File: src/design/s5a_pkg.sv
// ----------------------------------------------------------------------------
// s5a_pkg: shared types and constants of the SOCKS5 handshake engine
// Phase codes, sequencer states, cell operations and the cell control bundle.
// ----------------------------------------------------------------------------
package s5a_pkg;

  localparam int unsigned MaxEntriesDef = 16;
  localparam int unsigned MaxTextDef    = 64;

  localparam logic [7:0] VerMethod = 8'h05;
  localparam logic [7:0] VerPasswd = 8'h01;
  localparam logic [7:0] MethNone  = 8'h00;
  localparam logic [7:0] MethPass  = 8'h02;
  localparam logic [7:0] MethRej   = 8'hFF;

  localparam logic [1:0] CmdClient = 2'd0;
  localparam logic [1:0] CmdText   = 2'd1;
  localparam logic [1:0] CmdLen    = 2'd2;
  localparam logic [1:0] CmdNewCon = 2'd3;

  localparam logic       RegAuthEn   = 1'b0;
  localparam logic       RegEntryCnt = 1'b1;

  localparam logic [2:0] MaskOff  = 3'd0;
  localparam logic [2:0] MaskNone = 3'd1;
  localparam logic [2:0] MaskPass = 3'd4;

  localparam logic [3:0] PhMVer    = 4'd0;
  localparam logic [3:0] PhMCount  = 4'd1;
  localparam logic [3:0] PhMList   = 4'd2;
  localparam logic [3:0] PhPVer    = 4'd3;
  localparam logic [3:0] PhPULen   = 4'd4;
  localparam logic [3:0] PhPName   = 4'd5;
  localparam logic [3:0] PhPPLen   = 4'd6;
  localparam logic [3:0] PhPSecret = 4'd7;
  localparam logic [3:0] PhDone    = 4'd8;
  localparam logic [3:0] PhClosed  = 4'd9;

  localparam logic [1:0] SIdle = 2'd0;
  localparam logic [1:0] SExec = 2'd1;
  localparam logic [1:0] SFin  = 2'd2;
  localparam logic [1:0] SDec  = 2'd3;

  localparam logic [1:0] OcNoAuth  = 2'd0;
  localparam logic [1:0] OcWait    = 2'd1;
  localparam logic [1:0] OcAccept  = 2'd2;
  localparam logic [1:0] OcReject  = 2'd3;

  typedef enum logic [2:0] {
    OP_NOP,
    OP_CLR,
    OP_START,
    OP_BYTE,
    OP_END
  } cell_op_e;

  typedef struct packed {
    cell_op_e    op;
    logic        sec;
    logic [7:0]  pos;
    logic [7:0]  data;
    logic        rd_en;
    logic [7:0]  rd_pos;
    logic        txt_we;
    logic        len_we;
    logic [3:0]  ld_entry;
    logic        ld_sec;
    logic [7:0]  ld_pos;
    logic [7:0]  ld_data;
  } cell_ctl_t;

endpackage

File: src/design/s5a_cell.sv
// ----------------------------------------------------------------------------
// s5a_cell: one credential entry
// Holds the name and secret text and lengths of one entry, compares received
// bytes against them and passes the any-match flag on to the next cell.
// ----------------------------------------------------------------------------
module s5a_cell #(
  parameter int unsigned MAX_TEXT = s5a_pkg::MaxTextDef,
  parameter int unsigned IDX      = 0
) (
  input  logic               clk_i,
  input  logic               rst_ni,
  input  s5a_pkg::cell_ctl_t ctl_i,
  input  logic [4:0]         active_i,
  input  logic               any_i,
  output logic               any_o
);

  localparam int unsigned AW = (MAX_TEXT > 1) ? $clog2(MAX_TEXT) : 1;
  localparam int unsigned LW = $clog2(MAX_TEXT + 1);

  logic [7:0]    umem [MAX_TEXT];
  logic [7:0]    smem [MAX_TEXT];
  logic [LW-1:0] ulen_q, slen_q;
  logic [7:0]    urd_q, srd_q;
  logic          match_q, match_d, run_q, run_d;
  logic          hit;
  logic [7:0]    txt, slen8;
  logic          below, run_pos, zero_ok;
  logic [LW-1:0] ld_len;

  assign hit    = ({28'd0, ctl_i.ld_entry} == 32'(IDX));
  assign ld_len = (ctl_i.ld_data > 8'(MAX_TEXT)) ? LW'(MAX_TEXT) : LW'(ctl_i.ld_data);

  always_ff @(posedge clk_i) begin
    if (ctl_i.txt_we && hit && !ctl_i.ld_sec) umem[ctl_i.ld_pos[AW-1:0]] <= ctl_i.ld_data;
    if (ctl_i.txt_we && hit &&  ctl_i.ld_sec) smem[ctl_i.ld_pos[AW-1:0]] <= ctl_i.ld_data;
    if (ctl_i.len_we && hit && !ctl_i.ld_sec) ulen_q <= ld_len;
    if (ctl_i.len_we && hit &&  ctl_i.ld_sec) slen_q <= ld_len;
    if (ctl_i.rd_en) begin
      urd_q <= umem[ctl_i.rd_pos[AW-1:0]];
      srd_q <= smem[ctl_i.rd_pos[AW-1:0]];
    end
  end

  assign txt     = ctl_i.sec ? srd_q : urd_q;
  assign slen8   = ctl_i.sec ? 8'(slen_q) : 8'(ulen_q);
  assign below   = ctl_i.pos < slen8;
  assign run_pos = run_q && below && (txt != 8'd0);
  assign zero_ok = run_q && ((ctl_i.pos == slen8) || (below && (txt == 8'd0)));

  always_comb begin
    match_d = match_q;
    run_d   = run_q;
    unique case (ctl_i.op)
      s5a_pkg::OP_CLR:   match_d = 1'b1;
      s5a_pkg::OP_START: run_d = 1'b1;
      s5a_pkg::OP_BYTE: begin
        if (ctl_i.data == 8'd0) begin
          if (!zero_ok) match_d = 1'b0;
        end else begin
          if (!(run_pos && (txt == ctl_i.data))) match_d = 1'b0;
        end
        run_d = run_pos;
      end
      s5a_pkg::OP_END: begin
        if (!zero_ok) match_d = 1'b0;
      end
      default: ;
    endcase
  end

  always_ff @(posedge clk_i or negedge rst_ni) begin
    if (!rst_ni) begin
      match_q <= 1'b1;
      run_q   <= 1'b0;
    end else begin
      match_q <= match_d;
      run_q   <= run_d;
    end
  end

  assign any_o = any_i | (match_q && (32'(IDX) < {27'd0, active_i}));

endmodule

File: config.mk
export PLATFORM = sky130hd
export DESIGN_NAME = s5a_cell
export DESIGN_NICKNAME = d
export VERILOG_FILES = /design/src/design/s5a_pkg.sv /design/src/design/s5a_cell.sv
export SDC_FILE = /design/constraint.sdc
export NUM_CORES = 1
export LEC_CHECK = 0
export BUFFER_PORTS_ARGS = -buffer_cell sky130_fd_sc_hd__buf_2
export CAP_MARGIN = 5
export CELL_PAD_IN_SITES_DETAIL_PLACEMENT = 1
export CELL_PAD_IN_SITES_GLOBAL_PLACEMENT = 1
export CORE_MARGIN = 1
export CORE_UTILIZATION = 45
export DETAILED_ROUTE_END_ITERATION = 10
export MAX_ROUTING_LAYER = met4
export PLACE_DENSITY = 0.75
export SYNTH_ARGS = -nofsm -noshare
export SYNTH_HDL_FRONTEND = slang
export SYNTH_SLANG_ARGS = --single-unit
File: constraint.sdc
create_clock -name clk_i -period 4.25 [get_ports clk_i]
set_clock_uncertainty 0.1 [all_clocks]
set_input_delay 0.85 -clock clk_i [delete_from_list [all_inputs] [get_ports clk_i]]
set_output_delay 0.85 -clock clk_i [all_outputs]
set_load 0.01 [all_outputs]
==> results.yml, run 1 <==
status:
  status: "finished clean"
sta:
  rsz0062_at_grt: "false"
  max-slew-margin-rel_pct: 31.21
  finalSetupViolations: 0
  max_freq_mhz: 333.9
  fin_setup_tns_ns: 0
  final-hold-violation-count: 0
  period_minus_slack_ns: 2.995
  drv_slew: 0
  fin_crit_sh_pct: 70.47
  worstMarginPinSlew_ns: 1.032
yosys:
  synth_top_family_by_area: "multiplexers"
  ys_ff_latch: 1056
  synth_edf_count: 1054
  synth.avg_cell_area_um2: 20.83
  synthMuxAreaShare_pct: 15.41
  yosys.area.top_type: "edfxtp_1"
  syn_area_um2: 41330
  synth_nets: 2051
  ys_async_sr_fraction_pct: 0.1894
  ys_types: 49
  yosysSeqAreaShare_pct: 76.71
  synth.area.top_cells: "edfxtp_1 (77%), mux4_2 (13%), mux2i_1 (1.5%)"
  synth_cells: 1984
  ys.warnings.count: 0
  synthFlopType: "edfxtp_1"
  synthAdderAreaFrac_pct: 0.2119
  synth_compound_area_share_pct: 2.349
  yosys.area_share.simple_pct: 3.615
  synth_top_area_share_pct: 76.59
  synth-xor-area-share_pct: 0.1695
critical_path:
  crit_fanout: 46
  required_ns: 4.54
  cp.arrival_ns: 3.28
  critical_path_class: "primary input to flip-flop"
  end_kind: "flip-flop"
  cp-start-kind: "primary input"
global_route:
  grt_pass1_vias: 22560
  grt_start_max_net_pins: 80
  antenna_found_initial: 3
  grt_pass1_wl_um: 156600
  track_usage_pct: 23.91
  overflow: 0
place:
  dp_hpwl_um: 66790
  dpl_cell_area_um2: 43920
  io_buffers: 56
  gp_congestion: 0.8824
cts:
  cts-root-buf: "clkbuf_16"
  cts_resized: 0
  worstSkewPairLatency_ns: 0.68
  cts_tree: "done"
  cts.clk_slew.worst_paths_ns: 0.06
  cts_max_path_buffers: 3
  cts_buffers: 102
  clock_sinks: 1056
  cts.htree.levels: 3
cells_and_area:
  nets: 2267
  area_growth_pct: 14.44
  final_util_pct: 52.30
  drive_gt1_share_pct: 27.92
  final_cell_area_um2: 47290
route:
  num_vias: 21230
  routed_wl_um: 107100
  drcViolationCount: 0
  avgRoutedWirePerCell_um: 30.90
  drt.antenna.violating_nets: 0
  firstDrtPassIters: 8
  drtIter0Drc: 2459
  post_drt_via_cell_ratio: 6.124
power:
  p_per_area_nw_per_um2: 458.4
  vdd_drop_max_v: 0.0002890
  p_leak_nw: 15.18
floorplan:
  die_h_um: 305.0
  io-pin-count: 61
  fp.dieW_um: 305.0
  die_area_um2: 93050
  start_util_pct: 45.70
  core-area_um2: 90420
  rows: 110
min_path:
  hp-class: "primary input to async pin"
job:
  max-cap-violations: 0
[repair_timing]
item                      in CTS  in global routing
hold endpoints to repair       2                  0
hold buffers                   1                  0
buffers inserted               0                  0
[stage by stage]
step	worst slack (ns)	hold WS (ns)	total power [mW]	std cells
finish	1.255	0.3955	21.68	3466
global route	1.169	0.3987	22.17	3463
CTS	1.290	0.3687	21.80	3461
detailed placement	0.6225	0.3886	12.77	3271
global placement	0.7022	0.3863	12.72	3271
floorplan	1.337	0.3658	12.27	1984
[synth_stat cells, types with 16 or more instances]
cell type     n
buf_2        41
nand3_1      29
mux2i_1      61
a21oi_1      20
clkbuf_1     42
buf_4        19
nor2_1      154
edfxtp_1   1054
mux2_2       22
a22oi_1      39
a211oi_1     17
nand2_1      52
mux4_2      233
a221oi_1     16
[sequential cells by signal, indices dropped and copies added, names as in the netlist]
register / flops
match_q: 1
smem: 512
ulen_q: 7
urd_q: 8
run_q: 1
umem: 512
srd_q: 8
slen_q: 7
[power breakdown]
group | total, mW | switching [mW] | internal [mW] | leakage [nW]
registers | 11.5 | 0.0169 | 11.5 | 9.49
logic | 1.06 | 0.679 | 0.384 | 4.04
clock network | 9.12 | 3.83 | 5.29 | 1.65
[layer usage]
layer  track usage (%)  vias up  routed length (um)
met1             31.49    11360               42920
met2             38.66     1017               53450
met5                 -        -                   0
met4             6.895        0                2458
met3             3.845      172                8254
li1                  -     8673                   -
[placed cells by master, fill, tap and decap left out, types with 4 or more instances in the layout]
master     netlist  layout
nand3b_1         6       6
mux4_1          10      10
clkinv_2         0      28
bufinv_16        0      14
nand3_1         29      29
nand2b_1         7       7
o21ai_0         15      15
nand2_1         52      52
a21oi_1         20      20
inv_1           11      11
mux2i_1         61      61
mux2_2          22      22
nor3_1          11      11
a22oi_1         39      39
a211o_1          9       9
mux4_2         233     233
a311oi_1         4       4
nand4_1         12      12
buf_2           41      45
nor4_1           6       6
or3_1            9       9
ha_1             7       7
diode_2          0       5
buf_12           0       9
a211oi_1        17      17
and2_1           8       8
nor2b_1         11      11
nor2_1         154     154
clkbuf_1        42      16
xnor2_1          8       8
edfxtp_1      1054    1054
clkinv_1         0      21
o22ai_1          9       9
a221oi_1        16      16
buf_4           19     169
and3_1           6       6
clkbuf_16        0     103
[final timing paths]
kind	endpoint	startpoint	cells after the start	slack, ns
max in group asynchronous	match_q	rst_ni	2	3.46
min in group clk_i	run_q	ctl_i[49]	3	0.42
worst max-delay path	srd_q[5]	ctl_i[24]	7	1.26
worst max register to register	urd_q[7]	umem[21][7]	5	1.87
worst min-delay path	run_q	rst_ni	2	0.40
worst min register to register	run_q	run_q	1	0.42
[worst max-delay path, cell delays in order]
cell and delay [ns]:
clkbuf_8 0.47, buf_12 0.33, mux4_2 0.54, a221oi_1 0.33
o21ai_0 0.32, nand2_1 0.26, nor3_1 0.09
[cell type report]
type / count / area [um2]
Multi-Input combinational cell: 802 / 8991
Clock inverter: 70 / 708.2
Timing Repair Buffer: 227 / 1728
Inverter: 11 / 41.29
Fill cell: 7930 / 43130
Tap cell: 1176 / 1471
Antenna cell: 5 / 12.51
Sequential cell: 1056 / 31700
Clock buffer: 119 / 2638
[logic make-up after synthesis]
group | count (synthesis)
buffers and inverters | 126
AOI/OAI and AO/OA | 137
and+or+nand+nor | 324
xor gates and xnor gates | 8
DFF | 1056
muxes | 326
adders and majority gates | 7
Power figures use the tool's default switching activity.
==> inputs of run 2 (changes only) <==
ABC_AREA = 1   (was not set)
PLACE_DENSITY = 0.8   (was 0.75)
clock period = 3 ns   (was 4.25 ns; I/O delays follow)
==> run 2 against run 1 <==
Effect of this change:
- register-to-register slack got worse by 0.80 ns
- sequential cell count unchanged
- worst hold slack got worse by 0.33 ns
- design area increased by 6.4%
- first-iteration DRC count increased by 25%
- die area increased by 6.4%
- synthesized area increased by 6.5%
- critical path depth decreased by 2
- combinational power increased by 99%
- utilization decreased by 0.29 points
- sequential power increased by 42%
- critical endpoint is now any_o
- largest cell class unchanged
==> results.yml, run 2 <==
place:
  gp_congestion: 0.9317
  io_buffers: 56
  dp_hpwl_um: 78920
  dpl_cell_area_um2: 46790
status:
  status: "finished clean"
power:
  p_int_mw: 24.53
  swShare_pct: 23.09
  vdd_drop_max_v: 0.0004814
  p_per_area_nw_per_um2: 634.1
  power_frac_seq_pct: 51.0
  p_leak_nw: 18.42
  p_switching_mw: 7.364
  power_frac_comb_pct: 6.6
  clock_power_share_pct: 42.4
floorplan:
  io-pin-count: 61
  fp.dieW_um: 314.7
  die_area_um2: 99020
  rows: 114
  core-area_um2: 96710
  die_h_um: 314.7
  start_util_pct: 45.49
yosys:
  ys.warnings.count: 0
  yosys.area.top_type: "edfxtp_1"
  synth_top_family_by_area: "simple AND/OR/NAND/NOR gates"
  synth_compound_area_share_pct: 0.1052
  synth_edf_count: 1054
  synth_cells: 3837
  synth_nets: 3904
  synth.avg_cell_area_um2: 11.47
  synth-xor-area-share_pct: 0.01991
  yosysSeqAreaShare_pct: 72.06
  synth_top_area_share_pct: 71.94
  synth.area.top_cells: "edfxtp_1 (72%), nand2_1 (12%), nand3_1 (9.9%)"
  yosys.area_share.simple_pct: 23.78
  synthMuxAreaShare_pct: 0.1365
  post-synth-top-count-cell: "nand2_1"
  synthFlopType: "edfxtp_1"
  ys_types: 28
  ys_async_sr_fraction_pct: 0.1894
  ys_ff_latch: 1056
  synthAdderAreaFrac_pct: 0.1991
  syn_area_um2: 43990
  synthTopCellsByCount: "nand2_1 (1432), edfxtp_1 (1054), nand3_1 (874), nor2_1 (156), buf_2 (126)"
cts:
  worstSkewPairLatency_ns: 0.69
  post-cts-setup-buffer-count: 0
  clock_sinks: 1056
  cts_buffers: 109
  cts_tree: "done"
  cts_max_path_buffers: 3
  cts.htree.levels: 3
  cts-root-buf: "clkbuf_16"
  cts.clk_slew.worst_paths_ns: 0.06
route:
  post_drt_via_cell_ratio: 5.777
  drcViolationCount: 0
  avgRoutedWirePerCell_um: 24.68
  drt.antenna.violating_nets: 0
  num_vias: 31050
  drtIter0Drc: 3062
  routed_wl_um: 132600
  firstDrtPassIters: 5
sta:
  period_minus_slack_ns: 2.235
  max-slew-margin-rel_pct: 37.14
  finalSetupViolations: 0
  fin_crit_sh_pct: 74.49
  fin_setup_tns_ns: 0
  worstMarginPinSlew_ns: 0.9343
  drv_slew: 0
  rsz0062_at_grt: "false"
  max_freq_mhz: 447.5
  final-hold-violation-count: 0
  fin_hold_ws_ns: 0.06442
cells_and_area:
  fill_cells: 10070
  final_cell_area_um2: 50300
  layout_commonest_cell: "nand2_1"
  drive_gt1_share_pct: 11.18
  seq_area_um2: 31700
  multi_input_area_um2: 10710
  area_growth_pct: 14.34
  final_util_pct: 52.01
  final_cell_mix: "nand2_1 (1430), edfxtp_1 (1054), nand3_1 (874), buf_4 (199), nor2_1 (156)"
  nets: 4070
critical_path:
  end_kind: "output port"
  required_ns: 2.30
  crit_fanout: 1
  cp-start-kind: "primary input"
  cp.arrival_ns: 1.53
  critical_path_class: "primary input to output port"
min_path:
  hp-class: "primary input to flip-flop"
global_route:
  antenna_found_initial: 4
  grt_start_max_net_pins: 130
  grt_pass1_wl_um: 198900
  grt_pass1_vias: 32600
  overflow: 0
  track_usage_pct: 27.65
job:
  max-cap-violations: 0
run 2: changes by cell type in the layout (fill, tap and decap cells not counted), moves of 17 or more:
cell | previous run | this run
nand2_1 | 52 | 1430
nand3_1 | 29 | 874
mux4_2 | 233 | 0
mux2i_1 | 61 | 6
a22oi_1 | 39 | 0
buf_12 | 9 | 43
buf_4 | 169 | 199
inv_1 | 11 | 34
mux2_2 | 22 | 0
a21oi_1 | 20 | 2
a211oi_1 | 17 | 0
run 2: through the flow:
| stage | setup slack, ns | std cells | power [mW] |
|---|---|---|---|
| after floorplan | 0.7009 | 3837 | 17.70 |
| after global placement | 0.2770 | 5167 | 18.54 |
| after detailed placement | 0.2336 | 5167 | 18.65 |
| after CTS | 0.7515 | 5373 | 32.01 |
| after global routing | 0.6671 | 5375 | 32.70 |
| final | 0.7653 | 5375 | 31.90 |
run 2: cell families after synthesis:
| family | Yosys count |
|---|---|
| xor gates and xnor gates | 1 |
| buffers and inverters | 274 |
| and+or+nand+nor | 2485 |
| DFF | 1056 |
| AOI/OAI and AO/OA | 8 |
| adders and majority gates | 7 |
| muxes | 6 |
run 2: repair_timing:
| item | CTS | global route |
|---|---|---|
| hold buffers | 1 | 0 |
| hold endpoints to repair | 2 | 0 |
| resized for setup | 0 | 0 |
run 2: per-layer routing:
| metal | GRT usage [%] | up-vias | part of all wire, % |
|---|---|---|---|
| met5 | - | - | 0 |
| met4 | 10.59 | 0 | 3.8 |
| met3 | 4.388 | 278 | 7.1 |
| met2 | 45.60 | 1288 | 50 |
| met1 | 34.30 | 15780 | 39 |
| li1 | - | 13710 | - |
run 2: worst paths after layout:
path                              from       end  slack [ns]  cells past startpoint
max                        active_i[4]     any_o        0.77                      5
min                          ctl_i[49]     run_q        0.06                      2
max reg2reg                 umem[3][7]  urd_q[7]        1.07                      8
min reg2reg                      run_q     run_q        0.44                      2
max in group asynchronous       rst_ni   match_q        2.48                      2
min in group asynchronous       rst_ni     run_q        0.13                      2
run 2: critical path, cell delays in order:
cell	delay (ns)
buf_2	0.09
or4_1	0.49
o21ai_0	0.16
nand2_1	0.06
buf_2	0.13
run 2: area by class of cell:
type / instances / area share, %
Sequential cell: 1056 / 63.02
Tap cell: 1276 / 3.174
Antenna cell: 2 / 0.009950
Timing Repair Buffer: 290 / 5.206
Clock buffer: 136 / 5.709
Multi-Input combinational cell: 2507 / 21.29
Inverter: 39 / 0.3433
Clock inverter: 69 / 1.241
run 2: power by group through the flow:
stage / Sequential [mW] / Clock (mW) / Combinational, mW
2_1_floorplan: 16.6 / 0 / 1.11
3_3_place_gp: 16.6 / 0 / 1.96
3_5_place_dp: 16.6 / 0 / 2.06
4_1_cts: 16.3 / 13.6 / 2.09
5_1_grt: 16.3 / 14.2 / 2.26
6_report: 16.3 / 13.5 / 2.11
==> inputs of run 3 (changes only) <==
PLACE_DENSITY = 0.83   (was 0.8)
clock period = 2 ns   (was 3 ns; I/O delays follow)
==> run 3 against run 2 <==
Effect of this change:
- register-to-register slack got worse by 0.95 ns
- final cell count increased by 2.3%
- sequential share of layout area shrank 1.8 points
- via count increased by 4.5%
- largest cell class unchanged
==> results.yml, run 3 (synthesis results as in run 2) <==
critical_path:
  cp_cell_sequence: "o21ai_2 -> nand2_1 -> buf_2"
  critical_path_class: "flip-flop to output port"
  critPathMaxStageDelay_ns: 0.55
  slowest_stage: "dfstp_2"
  cp_num_buf_inv: 1
  cp-start-kind: "flip-flop"
  cp.arrival_ns: 1.46
  end_kind: "output port"
  required_ns: 1.50
  crit_fanout: 2
  crit_family: "flip-flops"
route:
  drtIter0Drc: 3571
  drcViolationCount: 0
  drt.antenna.violating_nets: 0
  firstDrtPassIters: 5
  post_drt_via_cell_ratio: 5.901
  routed_wl_um: 142800
  avgRoutedWirePerCell_um: 25.96
  num_vias: 32460
cells_and_area:
  area_growth_pct: 17.69
  fill_cells: 10060
  layout_commonest_cell: "nand2_1"
  drive_gt1_share_pct: 14.03
  final_cell_mix: "nand2_1 (1430), edfxtp_1 (1054), nand3_1 (874), buf_4 (288), nor2_1 (156)"
  nets: 4193
  final_cell_area_um2: 51770
floorplan:
  core-area_um2: 96710
  fp.dieW_um: 314.7
  die_h_um: 314.7
  io-pin-count: 61
  start_util_pct: 45.49
  die_area_um2: 99020
  rows: 114
cts:
  worstSkewPairLatency_ns: 0.70
  cts_buffers: 110
  cts_tree: "done"
  cts.clk_slew.worst_paths_ns: 0.06
  cts-root-buf: "clkbuf_16"
  cts.htree.levels: 3
  clock_sinks: 1056
  cts_max_path_buffers: 3
global_route:
  grt_start_max_net_pins: 130
  antenna_found_initial: 4
  overflow: 0
  grt_pass1_vias: 34330
  track_usage_pct: 29.74
  grt_pass1_wl_um: 213100
job:
  max-cap-violations: 0
power:
  p_leak_nw: 19.23
  vdd_drop_max_v: 0.0007527
  p_per_area_nw_per_um2: 947.1
sta:
  fin_ws_ns: 0.03531
  finalSetupViolations: 0
  rsz0062_at_grt: "true"
  fin_crit_sh_pct: 98.23
  max-slew-margin-rel_pct: 27.90
  final-hold-violation-count: 0
  max_freq_mhz: 509.0
  drv_slew: 0
  worstMarginPinSlew_ns: 1.072
  period_minus_slack_ns: 1.965
place:
  gp_congestion: 0.9038
  io_buffers: 56
  dpl_cell_area_um2: 47990
  dp_slack_ns: -0.6189
  dp_hpwl_um: 88290
min_path:
  hp-class: "primary input to flip-flop"
status:
  status: "finished clean"
run 3: cell types whose count changed in the layout (fill, tap and decap cells not counted), moves of 3 or more:
cell	before	now
buf_12	43	70
buf_4	199	288
bufinv_16	11	16
clkbuf_1	25	17
clkinv_1	27	19
clkinv_2	21	32
clkinvlp_4	2	6
diode_2	2	5
dlygate4sd3_1	1	7
inv_6	5	1
run 3: layout make-up:
cell class,instances,area [um2],area share (%)
flip-flops and latches,1056,31700,61.23
multi-input cells,2507,10710,20.69
repair buffers,412,3887,7.508
clock buffers,130,2892,5.585
well taps,1276,1597,3.084
clock inverters,76,798.3,1.542
inverters,39,172.7,0.3335
diodes,5,12.51,0.02417
run 3: metrics by stage:
step / TNS [ns] / instances / util (%) / total power [mW] / hold WS [ns]
6_report: 0 / 5501 / 53.54 / 49.04 / 0.07217
5_1_grt: -0.01184 / 5499 / 53.53 / 50.13 / 0.07339
4_1_cts: 0 / 5496 / 53.52 / 49.16 / 0.04150
3_5_place_dp: -183.43 / 5282 / 49.62 / 28.27 / 0.09169
3_3_place_gp: -100.71 / 5282 / 49.62 / 28.08 / 0.09028
2_1_floorplan: -89.26 / 3837 / - / 26.54 / 0.004409
run 3: path summary, 6_finish.rpt:
| path | from | endpoint | slack (ns) | depth (start not counted) |
|---|---|---|---|---|
| min in group asynchronous | rst_ni | match_q | 0.10 | 2 |
| max | match_q | any_o | 0.04 | 3 |
| min | ctl_i[31] | urd_q[7] | 0.07 | 1 |
| max in group asynchronous | rst_ni | run_q | 1.21 | 3 |
| max reg2reg | umem[28][7] | urd_q[7] | 0.12 | 8 |
| min reg2reg | run_q | run_q | 0.45 | 2 |
run 3: worst reg2reg max path: stages (launching register included):
cell	delay, ns
edfxtp_1	0.39
nand2_1	0.11
nand3_1	0.09
nand3_1	0.12
nand2_1	0.11
nand2_1	0.09
nand3_1	0.23
nand3_1	0.24
nand2_1	0.13
run 3: timing repair:
action / in CTS / in global routing
hold buffers: 7 / 0
endpoints found under the setup margin: 1 / 1
buffers inserted: 1 / 0
endpoints found under the hold margin: 5 / 0
resized for setup: 1 / 1
run 3: routing by layer:
| layer | vias to the layer above | track usage, % | wire (um) |
|---|---|---|---|
| met1 | 16320 | 36.20 | 53760 |
| li1 | 13960 | - | - |
| met4 | 0 | 14.33 | 7009 |
| met2 | 1749 | 48.61 | 70270 |
| met5 | - | - | 0 |
| met3 | 427 | 4.559 | 11770 |
run 3: where the power goes:
part / switching [mW] / internal (mW)
clock: 8.73 / 12.4
combinational: 2.46 / 1.06
sequential: 0.0324 / 24.4
